--- src/rtl/core/wxsh_pkg.sv ---
// Package for the word xor-shift string hash core.
// Holds the queue entry type, register map constants and the fold and mask helpers.
// No dependencies.
`default_nettype none

package wxsh_pkg;

   localparam int DATA_W      = 32;
   localparam int BITS_W      = 6;
   localparam int CSR_ADDR_W  = 3;
   localparam int CSR_DATA_W  = 32;
   localparam int QUEUE_DEPTH = 2;
   localparam int QPTR_W      = $clog2(QUEUE_DEPTH);
   localparam int QCNT_W      = $clog2(QUEUE_DEPTH + 1);

   localparam logic [BITS_W-1:0]     INDEX_BITS_RESET = 6'd10;
   localparam logic [CSR_ADDR_W-1:0] REG_INDEX_BITS   = 3'd0;

   // One fold request for the back end: a word to add, and whether the key closes.
   typedef struct packed {
      logic [DATA_W-1:0] word;
      logic              key_end;
   } entry_type;

   function automatic logic [DATA_W-1:0] fold_word(input logic [DATA_W-1:0] v);
      fold_word = v ^ (v >> 3);
   endfunction

   // Widths of 32 and up select the full word.
   function automatic logic [DATA_W-1:0] table_mask(input logic [BITS_W-1:0] bits);
      if (bits[BITS_W-1]) begin
         table_mask = '1;
      end else begin
         table_mask = ~({DATA_W{1'b1}} << bits[BITS_W-2:0]);
      end
   endfunction

endpackage

`default_nettype wire

--- src/rtl/core/wxsh_front.sv ---
// Front end of the hash core: packs request bytes into big-endian words.
// Emits a fold request on a full word, a segment end or a key end. Uses wxsh_pkg.
`default_nettype none

module wxsh_front (
   input  wire logic                  clock,
   input  wire logic                  reset,
   input  wire logic                  req_valid,
   output logic                       req_stall,
   input  wire logic [7:0]            req_data_byte,
   input  wire logic                  req_byte_valid,
   input  wire logic                  req_segment_end,
   input  wire logic                  req_key_end,
   input  wire logic                  q_full,
   output logic                       q_push,
   output wxsh_pkg::entry_type        q_entry
);
   import wxsh_pkg::*;

   logic [DATA_W-1:0] word_ff, word_in;
   logic [1:0]        count_ff, count_in;
   logic [DATA_W-1:0] appended;
   logic              accept;
   logic              word_full;
   logic              seg_close;

   assign req_stall = q_full;
   assign accept    = req_valid && !req_stall;

   always_comb begin
      appended  = req_byte_valid ? {word_ff[DATA_W-9:0], req_data_byte} : word_ff;
      word_full = req_byte_valid && (count_ff == 2'd3);
      seg_close = req_segment_end || req_key_end;
      word_in   = word_ff;
      count_in  = count_ff;
      if (accept) begin
         if (word_full || seg_close) begin
            word_in  = '0;
            count_in = 2'd0;
         end else begin
            word_in  = appended;
            count_in = count_ff + {1'b0, req_byte_valid};
         end
      end
   end

   // A word completed together with a segment end leaves an empty tail: one fold covers both.
   assign q_push          = accept && (word_full || seg_close);
   assign q_entry.word    = appended;
   assign q_entry.key_end = req_key_end;

   always_ff @(posedge clock) begin
      if (reset) begin
         word_ff  <= '0;
         count_ff <= 2'd0;
      end else begin
         word_ff  <= word_in;
         count_ff <= count_in;
      end
   end

endmodule

`default_nettype wire

--- src/rtl/core/wxsh_queue.sv ---
// Short fold request queue between front and back end of the hash core.
// Register-based FIFO of QUEUE_DEPTH entries. Uses wxsh_pkg.
`default_nettype none

module wxsh_queue (
   input  wire logic                  clock,
   input  wire logic                  reset,
   input  wire logic                  push,
   input  wire wxsh_pkg::entry_type   push_entry,
   output logic                       full,
   input  wire logic                  pop,
   output logic                       head_valid,
   output wxsh_pkg::entry_type        head_entry
);
   import wxsh_pkg::*;

   entry_type         slot_ff [QUEUE_DEPTH];
   logic [QPTR_W-1:0] wr_ptr_ff, wr_ptr_in;
   logic [QPTR_W-1:0] rd_ptr_ff, rd_ptr_in;
   logic [QCNT_W-1:0] count_ff, count_in;
   logic              do_push;
   logic              do_pop;

   assign full       = (count_ff == QCNT_W'(QUEUE_DEPTH));
   assign head_valid = (count_ff != '0);
   assign head_entry = slot_ff[rd_ptr_ff];
   assign do_push    = push && !full;
   assign do_pop     = pop && head_valid;

   always_comb begin
      wr_ptr_in = wr_ptr_ff;
      rd_ptr_in = rd_ptr_ff;
      count_in  = count_ff;
      if (do_push) begin
         wr_ptr_in = (wr_ptr_ff == QPTR_W'(QUEUE_DEPTH - 1)) ? '0 : wr_ptr_ff + 1'b1;
      end
      if (do_pop) begin
         rd_ptr_in = (rd_ptr_ff == QPTR_W'(QUEUE_DEPTH - 1)) ? '0 : rd_ptr_ff + 1'b1;
      end
      if (do_push && !do_pop) begin
         count_in = count_ff + 1'b1;
      end else if (do_pop && !do_push) begin
         count_in = count_ff - 1'b1;
      end
   end

   always_ff @(posedge clock) begin
      if (reset) begin
         wr_ptr_ff <= '0;
         rd_ptr_ff <= '0;
         count_ff  <= '0;
      end else begin
         wr_ptr_ff <= wr_ptr_in;
         rd_ptr_ff <= rd_ptr_in;
         count_ff  <= count_in;
      end
   end

   always_ff @(posedge clock) begin
      if (do_push) begin
         slot_ff[wr_ptr_ff] <= push_entry;
      end
   end

endmodule

`default_nettype wire

--- src/rtl/core/wxsh_back.sv ---
// Back end of the hash core: accumulates folded words and mixes the sum at key end.
// Stages: accumulate, mix partial sums, final add and mask into the result register.
// Uses wxsh_pkg.
`default_nettype none

module wxsh_back (
   input  wire logic                          clock,
   input  wire logic                          reset,
   input  wire logic                          head_valid,
   input  wire wxsh_pkg::entry_type           head_entry,
   output logic                               pop,
   input  wire logic [wxsh_pkg::BITS_W-1:0]   index_bits,
   output logic                               rsp_valid,
   input  wire logic                          rsp_stall,
   output logic [wxsh_pkg::DATA_W-1:0]        rsp_bucket_index
);
   import wxsh_pkg::*;

   logic [DATA_W-1:0] acc_ff, acc_in;
   logic [DATA_W-1:0] sum;
   logic              hash_v_ff;
   logic [DATA_W-1:0] hash_ff;
   logic              mix_v_ff;
   logic [DATA_W-1:0] mix_lo_ff, mix_hi_ff;
   logic              out_v_ff;
   logic [DATA_W-1:0] out_ff;
   logic              out_free, mix_free, hash_free;

   assign out_free  = !out_v_ff || !rsp_stall;
   assign mix_free  = !mix_v_ff || out_free;
   assign hash_free = !hash_v_ff || mix_free;

   // Hold a key end in the queue until the hash stage has room.
   assign pop = head_valid && (!head_entry.key_end || hash_free);
   assign sum = acc_ff + fold_word(head_entry.word);

   always_comb begin
      acc_in = acc_ff;
      if (pop) begin
         acc_in = head_entry.key_end ? '0 : sum;
      end
   end

   always_ff @(posedge clock) begin
      if (reset) begin
         acc_ff    <= '0;
         hash_v_ff <= 1'b0;
         mix_v_ff  <= 1'b0;
         out_v_ff  <= 1'b0;
      end else begin
         acc_ff <= acc_in;
         if (hash_free) begin
            hash_v_ff <= pop && head_entry.key_end;
         end
         if (mix_free) begin
            mix_v_ff <= hash_v_ff;
         end
         if (out_free) begin
            out_v_ff <= mix_v_ff;
         end
      end
   end

   always_ff @(posedge clock) begin
      if (hash_free) begin
         hash_ff <= sum;
      end
      if (mix_free) begin
         mix_lo_ff <= hash_ff + (hash_ff >> 11);
         mix_hi_ff <= (hash_ff >> 13) + (hash_ff >> 23);
      end
      if (out_free) begin
         out_ff <= (mix_lo_ff + mix_hi_ff) & table_mask(index_bits);
      end
   end

   assign rsp_valid        = out_v_ff;
   assign rsp_bucket_index = out_ff;

endmodule

`default_nettype wire

--- src/rtl/core/word_xor_shift_string_hash_core.sv ---
// A key end request passes the queue, then the accumulate, mix, and final add and mask
// registers, in that order, before it raises rsp_valid.
// Throughput: one request per cycle while req_stall is low; the two-entry queue lets
// the front keep taking bytes while the result register waits on rsp_stall.
// Reset: synchronous, clears byte packing, accumulator, queue and pipeline valids;
// index_bits returns to 10.
`default_nettype none

module word_xor_shift_string_hash_core (
   input  wire logic                                  clock,
   input  wire logic                                  reset,
   input  wire logic                                  req_valid,
   output logic                                       req_stall,
   input  wire logic [7:0]                            req_data_byte,
   input  wire logic                                  req_byte_valid,
   input  wire logic                                  req_segment_end,
   input  wire logic                                  req_key_end,
   output logic                                       rsp_valid,
   input  wire logic                                  rsp_stall,
   output logic [wxsh_pkg::DATA_W-1:0]                rsp_bucket_index,
   input  wire logic                                  psel,
   input  wire logic                                  penable,
   input  wire logic                                  pwrite,
   input  wire logic [wxsh_pkg::CSR_ADDR_W-1:0]       paddr,
   input  wire logic [wxsh_pkg::CSR_DATA_W-1:0]       pwdata,
   output logic [wxsh_pkg::CSR_DATA_W-1:0]            prdata,
   output logic                                       pready
);
   import wxsh_pkg::*;

   logic [BITS_W-1:0] index_bits_ff;
   logic              q_full;
   logic              q_push;
   entry_type         q_in_entry;
   logic              q_pop;
   logic              q_head_valid;
   entry_type         q_head_entry;

   assign pready = 1'b1;
   assign prdata = (paddr == REG_INDEX_BITS) ? CSR_DATA_W'(index_bits_ff) : '0;

   always_ff @(posedge clock) begin
      if (reset) begin
         index_bits_ff <= INDEX_BITS_RESET;
      end else if (psel && penable && pwrite && pready && (paddr == REG_INDEX_BITS)) begin
         index_bits_ff <= pwdata[BITS_W-1:0];
      end
   end

   wxsh_front u_front (
      .clock           (clock),
      .reset           (reset),
      .req_valid       (req_valid),
      .req_stall       (req_stall),
      .req_data_byte   (req_data_byte),
      .req_byte_valid  (req_byte_valid),
      .req_segment_end (req_segment_end),
      .req_key_end     (req_key_end),
      .q_full          (q_full),
      .q_push          (q_push),
      .q_entry         (q_in_entry)
   );

   wxsh_queue u_queue (
      .clock      (clock),
      .reset      (reset),
      .push       (q_push),
      .push_entry (q_in_entry),
      .full       (q_full),
      .pop        (q_pop),
      .head_valid (q_head_valid),
      .head_entry (q_head_entry)
   );

   wxsh_back u_back (
      .clock            (clock),
      .reset            (reset),
      .head_valid       (q_head_valid),
      .head_entry       (q_head_entry),
      .pop              (q_pop),
      .index_bits       (index_bits_ff),
      .rsp_valid        (rsp_valid),
      .rsp_stall        (rsp_stall),
      .rsp_bucket_index (rsp_bucket_index)
   );

endmodule

`default_nettype wire

--- config.mk ---
export PLATFORM = sky130hd
export DESIGN_NAME = word_xor_shift_string_hash_core
export DESIGN_NICKNAME = d
export VERILOG_FILES = /design/src/rtl/core/wxsh_pkg.sv /design/src/rtl/core/wxsh_front.sv /design/src/rtl/core/wxsh_queue.sv /design/src/rtl/core/wxsh_back.sv /design/src/rtl/core/word_xor_shift_string_hash_core.sv
export SDC_FILE = /design/constraint.sdc
export NUM_CORES = 1
export LEC_CHECK = 0
export ABC_AREA = 1
export BUFFER_PORTS_ARGS = -buffer_cell sky130_fd_sc_hd__buf_2
export CAP_MARGIN = 10
export CELL_PAD_IN_SITES_DETAIL_PLACEMENT = 1
export CELL_PAD_IN_SITES_GLOBAL_PLACEMENT = 2
export CORE_MARGIN = 5
export CORE_UTILIZATION = 37
export CTS_CLUSTER_DIAMETER = 200
export DETAILED_ROUTE_END_ITERATION = 8
export PLACE_DENSITY = 0.92
export REMOVE_ABC_BUFFERS = 1
export SKIP_CTS_REPAIR_TIMING = 1
export SYNTH_ARGS = -nofsm -noshare
export SYNTH_HDL_FRONTEND = slang
export SYNTH_SLANG_ARGS = --single-unit
--- constraint.sdc ---
create_clock -name clock -period 5.8 [get_ports clock]
set_input_delay 1.45 -clock clock [delete_from_list [all_inputs] [get_ports clock]]
set_output_delay 1.45 -clock clock [all_outputs]
set_load 0.05 [all_outputs]
==> results.json, run 1 <==
{
  "powerDensity_nw_per_um2": 695,
  "portBuffers": 66,
  "io_pins": 120,
  "final_cell_count_no_fill": 2629,
  "syn_area_per_cell_um2": 8.21,
  "dpl.cell_count": 2572,
  "min_from": "u_back.mix_v_ff",
  "grt_pass1_vias": 13800,
  "hold-path-endpoint": "u_back.rsp_valid",
  "grt_pass1_wl_mm": 71.5,
  "post-route-period-util_pct": 64.6,
  "reg2reg_depth": 14,
  "fin_hold_ws_ns": 0.460,
  "peakVddDrop_mv": 0.313,
  "setup_violations": 0,
  "synth-async-reset-ratio_pct": 0,
  "gp_congestion": 0.908,
  "initial_core_util_pct": 37.3,
  "path_cells": "buf_2 > nor3_1 > inv_1 > nor2_1 > buf_2",
  "status": "completed",
  "cts.sinks": 262,
  "drt_pass1_iterations": 5,
  "path_common_cell": "buf_2",
  "hold_depth": 2,
  "vias": 12900,
  "synth_area_um2": 16000,
  "drive_gt1_share_pct": 9.15,
  "wl_per_cell_um": 16.9,
  "antenna_cells": 0,
  "syn2layout_area_growth_pct": 12.1,
  "synth-seq-area-share_pct": 44.1,
  "grt_max_degree": 68,
  "clockRootBuffer": "clkbuf_16",
  "die_x_um": 218,
  "final_util_pct": 41.8,
  "worstSetupPathType": "in -> out",
  "tns_ns": 0,
  "cp_max_fo": 6,
  "finalNetCount": 2163,
  "die_h_um": 218,
  "worstHoldPathType": "reg -> reg",
  "antenna_found_initial": 0,
  "critPathRequiredTime_ns": 4.35,
  "synth_flop_cell": "edfxtp_1",
  "viasPerCell": 4.92,
  "final_antenna_net_count": 0,
  "max_slew_margin_pct": 37.9,
  "power_mw": 12.5,
  "r2r_slack_ns": 2.30,
  "dieArea_um2": 47600,
  "cts_tree": "yes",
  "hpwl_mm": 35.3,
  "skew_ns": 0.0253,
  "final-hold-violation-count": 0,
  "worstMarginPinSlew_ns": 0.929,
  "design.core.area_um2": 43000,
  "rsz0062_at_grt": "no",
  "cp.arrival_ns": 2.29,
  "p_leak_nw": 8.03,
  "syn_inst": 1950,
  "numCtsBuffers": 30,
  "row_count": 76,
  "fin_crit_ns": 3.74,
  "synth_cell_types": 52,
  "cp-end-kind": "output pin",
  "cts_htree_levels": 1,
  "yosysWarnings": 0,
  "drt_iter0_markers": 453,
  "drc_errors": 0,
  "grt_overflow": 0,
  "track_usage_pct": 18.6,
  "maxSlewViolCount": 0,
  "max_freq_ghz": 0.267,
  "synth_edf_count": 182,
  "crit_slowest_cell": "buf_2",
  "clkLatencyLatePin_ns": 0.58,
  "startpoint_type": "input port",
  "clk_pin_slew_worst_paths_ns": 0.06,
  "ys_ff_latch": 262,
  "cpPeakStageDelay_ns": 0.27,
  "clockBufferDepth": 3,
  "cap_violations": 0,
  "finalWirelength_mm": 44.4,
  "timing.rr.end": "u_back.hash_ff[28]"
}
cell usage after synthesis (7+ instances only):
master / instances / share of area [%]
ha_1: 86 / 6.7
nor2_1: 179 / 4.2
nand4_1: 14 / 0.55
mux2i_1: 24 / 1.5
o21bai_1: 7 / 0.33
buf_2: 16 / 0.50
o21ai_0: 80 / 2.5
nor3_1: 9 / 0.28
buf_4: 30 / 1.4
nand3b_1: 7 / 0.33
a21oi_1: 143 / 4.5
inv_1: 264 / 6.2
xor2_1: 63 / 3.4
nand2_1: 489 / 11
xnor2_1: 25 / 1.4
nand2_2: 19 / 0.74
clkbuf_1: 12 / 0.28
mux2_2: 7 / 0.49
a31oi_1: 10 / 0.39
nand3_1: 84 / 2.6
a211oi_1: 33 / 1.5
dfxtp_1: 80 / 10
and2_1: 17 / 0.66
a21o_1: 10 / 0.47
edfxtp_1: 182 / 34
nor2_2: 7 / 0.27
metal layers:
layer  global-route usage [%]  vias up  wire length [µm]
li1                         -     6496                 -
met1                     21.2     6196             18300
met2                     36.0      153             23500
met3                     2.01       82              1050
met4                     6.05        0              1600
met5                        0        -                 0
power by group:
| group | internal, mW | total (mW) | switching [mW] | leakage (nW) |
|---|---|---|---|---|
| Combinational | 2.32 | 7.00 | 4.68 | 4.96 |
| Clock | 1.23 | 2.03 | 0.803 | 0.521 |
| Sequential | 2.95 | 3.45 | 0.493 | 2.54 |
| Total | 6.50 | 12.5 | 5.98 | 8.03 |
flip-flops by register name, summed over array words and instances (netlist names), named ones only:
register and cells:
u_back.mix_v_ff 1, u_front.word_ff 32, u_back.acc_ff 32, u_back.mix_hi_ff 20, u_queue.slot_ff 66, u_back.hash_ff 32
u_queue.wr_ptr_ff 1, u_queue.rd_ptr_ff 1, index_bits_ff 6, u_back.rsp_bucket_index 32, u_back.hash_v_ff 1, u_front.count_ff 2
u_queue.count_ff 2, u_back.mix_lo_ff 32, u_back.rsp_valid 1
layout make-up:
type	count	area [µm²]
clock buffer	33	772
clock inverter	23	295
fill	5252	25000
inverter	267	1000
multi-input combinational	1384	7670
sequential	262	7070
tap	585	732
timing repair buffer	75	418
per-stage QoR:
stage	instance area (µm²)	setup slack (ns)
after global placement	16900	1.79
after CTS	17900	2.04
after global routing	18000	1.92
after floorplan	15700	0.932
after detailed placement	16900	1.78
final	18000	2.06
placed cells by master (no fill, tap or decap), types with 8 or more instances in the layout:
master	n
a31oi_1	10
a21oi_1	143
edfxtp_1	182
nor2_1	177
buf_4	8
dfxtp_1	79
nand2_1	489
a21o_1	10
nor2_2	9
xor2_1	63
ha_1	86
buf_2	66
nor3_1	9
nand3_1	84
a211oi_1	33
inv_1	263
clkbuf_16	30
o21ai_0	80
nand2_2	19
nand4_1	14
and2_1	17
xnor2_1	25
conb_1	27
mux2i_1	24
worst max path at each step:
| stage | start | endpoint | slack (ns) |
|---|---|---|---|
| detailed placement | rsp_stall | u_queue.count_ff[1] | 1.78 |
| global route | paddr[1] | prdata[1] | 1.92 |
| CTS | paddr[1] | prdata[4] | 2.04 |
| finish | paddr[1] | prdata[4] | 2.06 |
| global placement | rsp_stall | u_queue.count_ff[1] | 1.79 |
| floorplan | rsp_stall | u_queue.count_ff[1] | 0.93 |
kinds of logic (layout without fill, tap and decap cells):
| logic type | count (synthesis) | count (layout) | share of synthesized area (%) |
|---|---|---|---|
| flops | 262 | 262 | 44.1 |
| simple gates | 839 | 839 | 21.9 |
| buf+inv | 329 | 398 | 8.68 |
| other cells | 2 | 27 | 0.0469 |
| compound gates | 304 | 304 | 10.7 |
| fa+ha+maj | 90 | 90 | 7.22 |
| xor+xnor | 92 | 92 | 5.22 |
| mux | 32 | 32 | 2.09 |
critical path, delay by kind of cell:
family	cells	cell delay, ns
buffers and inverters	3	0.50
AND/OR/NAND/NOR	2	0.34
(Power assumes the default switching activity.)
==> run 2: changes to the inputs <==
--- a/config.mk
+++ b/config.mk
@@ -5,16 +5,16 @@
 export SDC_FILE = /design/constraint.sdc
 export NUM_CORES = 1
 export LEC_CHECK = 0
-export ABC_AREA = 1
+export ABC_AREA = 0
 export BUFFER_PORTS_ARGS = -buffer_cell sky130_fd_sc_hd__buf_2
 export CAP_MARGIN = 10
 export CELL_PAD_IN_SITES_DETAIL_PLACEMENT = 1
 export CELL_PAD_IN_SITES_GLOBAL_PLACEMENT = 2
 export CORE_MARGIN = 5
-export CORE_UTILIZATION = 37
+export CORE_UTILIZATION = 39
 export CTS_CLUSTER_DIAMETER = 200
 export DETAILED_ROUTE_END_ITERATION = 8
-export PLACE_DENSITY = 0.92
+export PLACE_DENSITY = 0.9
 export REMOVE_ABC_BUFFERS = 1
 export SKIP_CTS_REPAIR_TIMING = 1
 export SYNTH_ARGS = -nofsm -noshare
==> constraint.sdc (replaced) <==
create_clock -name clock -period 3.5 [get_ports clock]
set_input_delay 0.875 -clock clock [delete_from_list [all_inputs] [get_ports clock]]
set_output_delay 0.875 -clock clock [all_outputs]
set_load 0.05 [all_outputs]
==> results.json, run 2 <==
{
  "track_usage_pct": 16.7,
  "cts_tree": "yes",
  "die_x_um": 204,
  "synth-seq-area-share_pct": 48.2,
  "max_freq_ghz": 0.303,
  "p_leak_nw": 6.78,
  "ys_ff_latch": 262,
  "io_pins": 120,
  "synth_common_cells": "edfxtp_1, nor2_1, a21oi_1",
  "portBuffers": 66,
  "cp-end-kind": "flip-flop",
  "yosysWarnings": 0,
  "route.top_layer_used": "met4",
  "clockRootBuffer": "clkbuf_16",
  "design.core.area_um2": 37400,
  "die_h_um": 204,
  "grt_overflow": 0,
  "synth_area_um2": 14700,
  "startpoint_type": "flip-flop",
  "n_fill_cell": 4096,
  "yosysMostFrequentCell": "edfxtp_1",
  "synth_top_area_cell": "edfxtp_1",
  "dieArea_um2": 41600,
  "cts_htree_levels": 1,
  "rsz0062_at_grt": "no",
  "cp.arrival_ns": 3.60,
  "viasPerCell": 5.18,
  "setup_violations": 0,
  "initial_core_util_pct": 39.2,
  "cts.sinks": 262,
  "power.switching_mw": 6.93,
  "synth-async-reset-ratio_pct": 0,
  "grt_max_degree": 38,
  "gp_congestion": 0.909,
  "seqPwrFrac_pct": 32.2,
  "wl_met2_mm": 17.4,
  "finalWirelength_mm": 35.1,
  "crit_family": "simple AND/OR/NAND/NOR gates",
  "internal-power_mw": 9.75,
  "fin_hold_ws_ns": 0.466,
  "vias": 10300,
  "clockBufferDepth": 3,
  "wl_per_cell_um": 17.7,
  "seq_area_um2": 7070,
  "p_comb_share_pct": 50.2,
  "fin_crit_ns": 3.30,
  "grt_pass1_vias": 10700,
  "worstReg2RegStart": "u_queue.slot_ff[1][13]",
  "powerDensity_nw_per_um2": 1010,
  "drt_iter0_markers": 363,
  "finalNetCount": 1594,
  "status": "completed",
  "worstSetupPathType": "reg -> reg",
  "final_common_cell": "edfxtp_1",
  "synth_edf_count": 182,
  "critPathRequiredTime_ns": 3.80,
  "antenna_found_initial": 0,
  "met3_length_mm": 1.38,
  "cp.buffers_inverters": 0,
  "antenna_cells": 0,
  "largest_reg_flops": 66,
  "dpl.cell_count": 1930,
  "synth_cell_types": 71,
  "cp_max_fo": 6,
  "post-route-period-util_pct": 94.4,
  "clkLatencyLatePin_ns": 0.56,
  "crit_slowest_cell": "edfxtp_1",
  "synth_flop_cell": "edfxtp_1",
  "peakVddDrop_mv": 0.397,
  "final_antenna_net_count": 0,
  "hpwl_mm": 26.7,
  "syn_area_per_cell_um2": 10.7,
  "cap_violations": 0,
  "drt_pass1_iterations": 4,
  "synthTopCellsByArea": "edfxtp_1, dfxtp_1, ha_1",
  "max_slew_margin_pct": 50.0,
  "worstMarginPinSlew_ns": 0.746,
  "synth_top_area_share_pct": 37.3,
  "cpPeakStageDelay_ns": 0.43,
  "drive_gt1_share_pct": 13.8,
  "path_cells": "xor2_1 > nand2_1 > o21ai_0 > ha_1 > nand2_2 > o21ai_0 > a21o_1 > a211oi_2 > nor4_1 > nor3_1 > nor3_1 > xor2_1",
  "multi_input_area_um2": 7210,
  "syn_inst": 1370,
  "drc_errors": 0,
  "skew_ns": 0.0265,
  "row_count": 71,
  "numCtsBuffers": 29,
  "grt_pass1_wl_mm": 56.5,
  "wl_met1_mm": 14.9,
  "worstHoldPathType": "reg -> reg",
  "crit_start": "u_queue.slot_ff[1][13]",
  "p_clk_share_pct": 17.6,
  "min_from": "u_back.hash_v_ff",
  "final_cell_mix": "edfxtp_1, nor2_1, a21oi_1, ha_1, nand2_1",
  "top_register": "u_queue.slot_ff",
  "final_cell_count_no_fill": 1984,
  "clk_pin_slew_worst_paths_ns": 0.06,
  "final-hold-violation-count": 0,
  "syn2layout_area_growth_pct": 12.9,
  "swShare_pct": 41.5,
  "maxSlewViolCount": 0
}
run 2: cell types whose count changed after synthesis, moves of 16 or more:
cell,previous run,this run
a21oi_1,143,101
mux2_2,7,36
nand3_1,84,24
clkbuf_1,12,36
nor2_1,179,121
mux2i_1,24,41
a22o_1,0,16
nand2_2,19,1
a211oi_1,33,16
xnor2_1,25,82
inv_1,264,40
nand2_1,489,85
a21o_1,10,30
run 2: final timing paths:
path / endpoint / slack, ns / cells past startpoint
worst min-delay path: u_back.mix_v_ff / 0.47 / 2
worst max-delay path: u_back.hash_ff[31] / 0.20 / 12
worst min register to register: u_back.mix_v_ff / 0.47 / 2
worst max register to register: u_back.hash_ff[31] / 0.20 / 12
run 2: worst register-to-register path, stage by stage, from the launching register on:
cell and delay, ns:
edfxtp_1 0.43, xor2_1 0.18, nand2_1 0.07, o21ai_0 0.15, ha_1 0.41, nand2_2 0.12
o21ai_0 0.41, a21o_1 0.22, a211oi_2 0.08, nor4_1 0.42, nor3_1 0.14, nor3_1 0.33
xor2_1 0.11
run 2: layout make-up:
type,instances,area share [%]
multi-input combinational,1023,43.6
sequential,262,42.7
clock buffer,47,5.34
tap,511,3.86
timing repair buffer,95,3.39
inverter,40,0.907
clock inverter,6,0.227
run 2: power by group through the flow:
stage	clock network, mW	logic [mW]	registers [mW]
after CTS	2.99	8.38	5.39
final	2.93	8.38	5.37
after floorplan	0	5.95	5.46
after global routing	3.14	9.35	5.46
after global placement	0	8.01	5.39
after detailed placement	0	8.31	5.43
run 2: cells by family (layout without fill, tap and decap cells):
group / Yosys count / after routing / share of synthesized area [%]
compound gates: 333 / 333 / 14.7
buf+inv: 110 / 188 / 3.53
fa+ha+maj: 90 / 90 / 7.89
flops: 262 / 262 / 48.2
other cells: 2 / 27 / 0.0512
mux: 77 / 77 / 5.57
xor+xnor: 148 / 148 / 8.84
simple gates: 348 / 348 / 11.2
run 2: metal layers:
metal,global-route usage (%),vias up
met2,30.0,186
met5,0,-
met4,6.02,0
li1,-,5091
met3,2.40,60
met1,20.4,4941
run 2: through the flow:
stage,total power [mW],utilization [%],setup TNS (ns),cell area (µm²),setup slack (ns)
after global placement,13.4,41.7,0,15600,0.153
after floorplan,11.4,-,-170.93,14400,-1.97
after global routing,18.0,44.3,0,16600,0.0137
after CTS,16.8,44.2,0,16500,0.0682
after detailed placement,13.7,41.7,0,15600,0.0811
final,16.7,44.3,0,16600,0.197
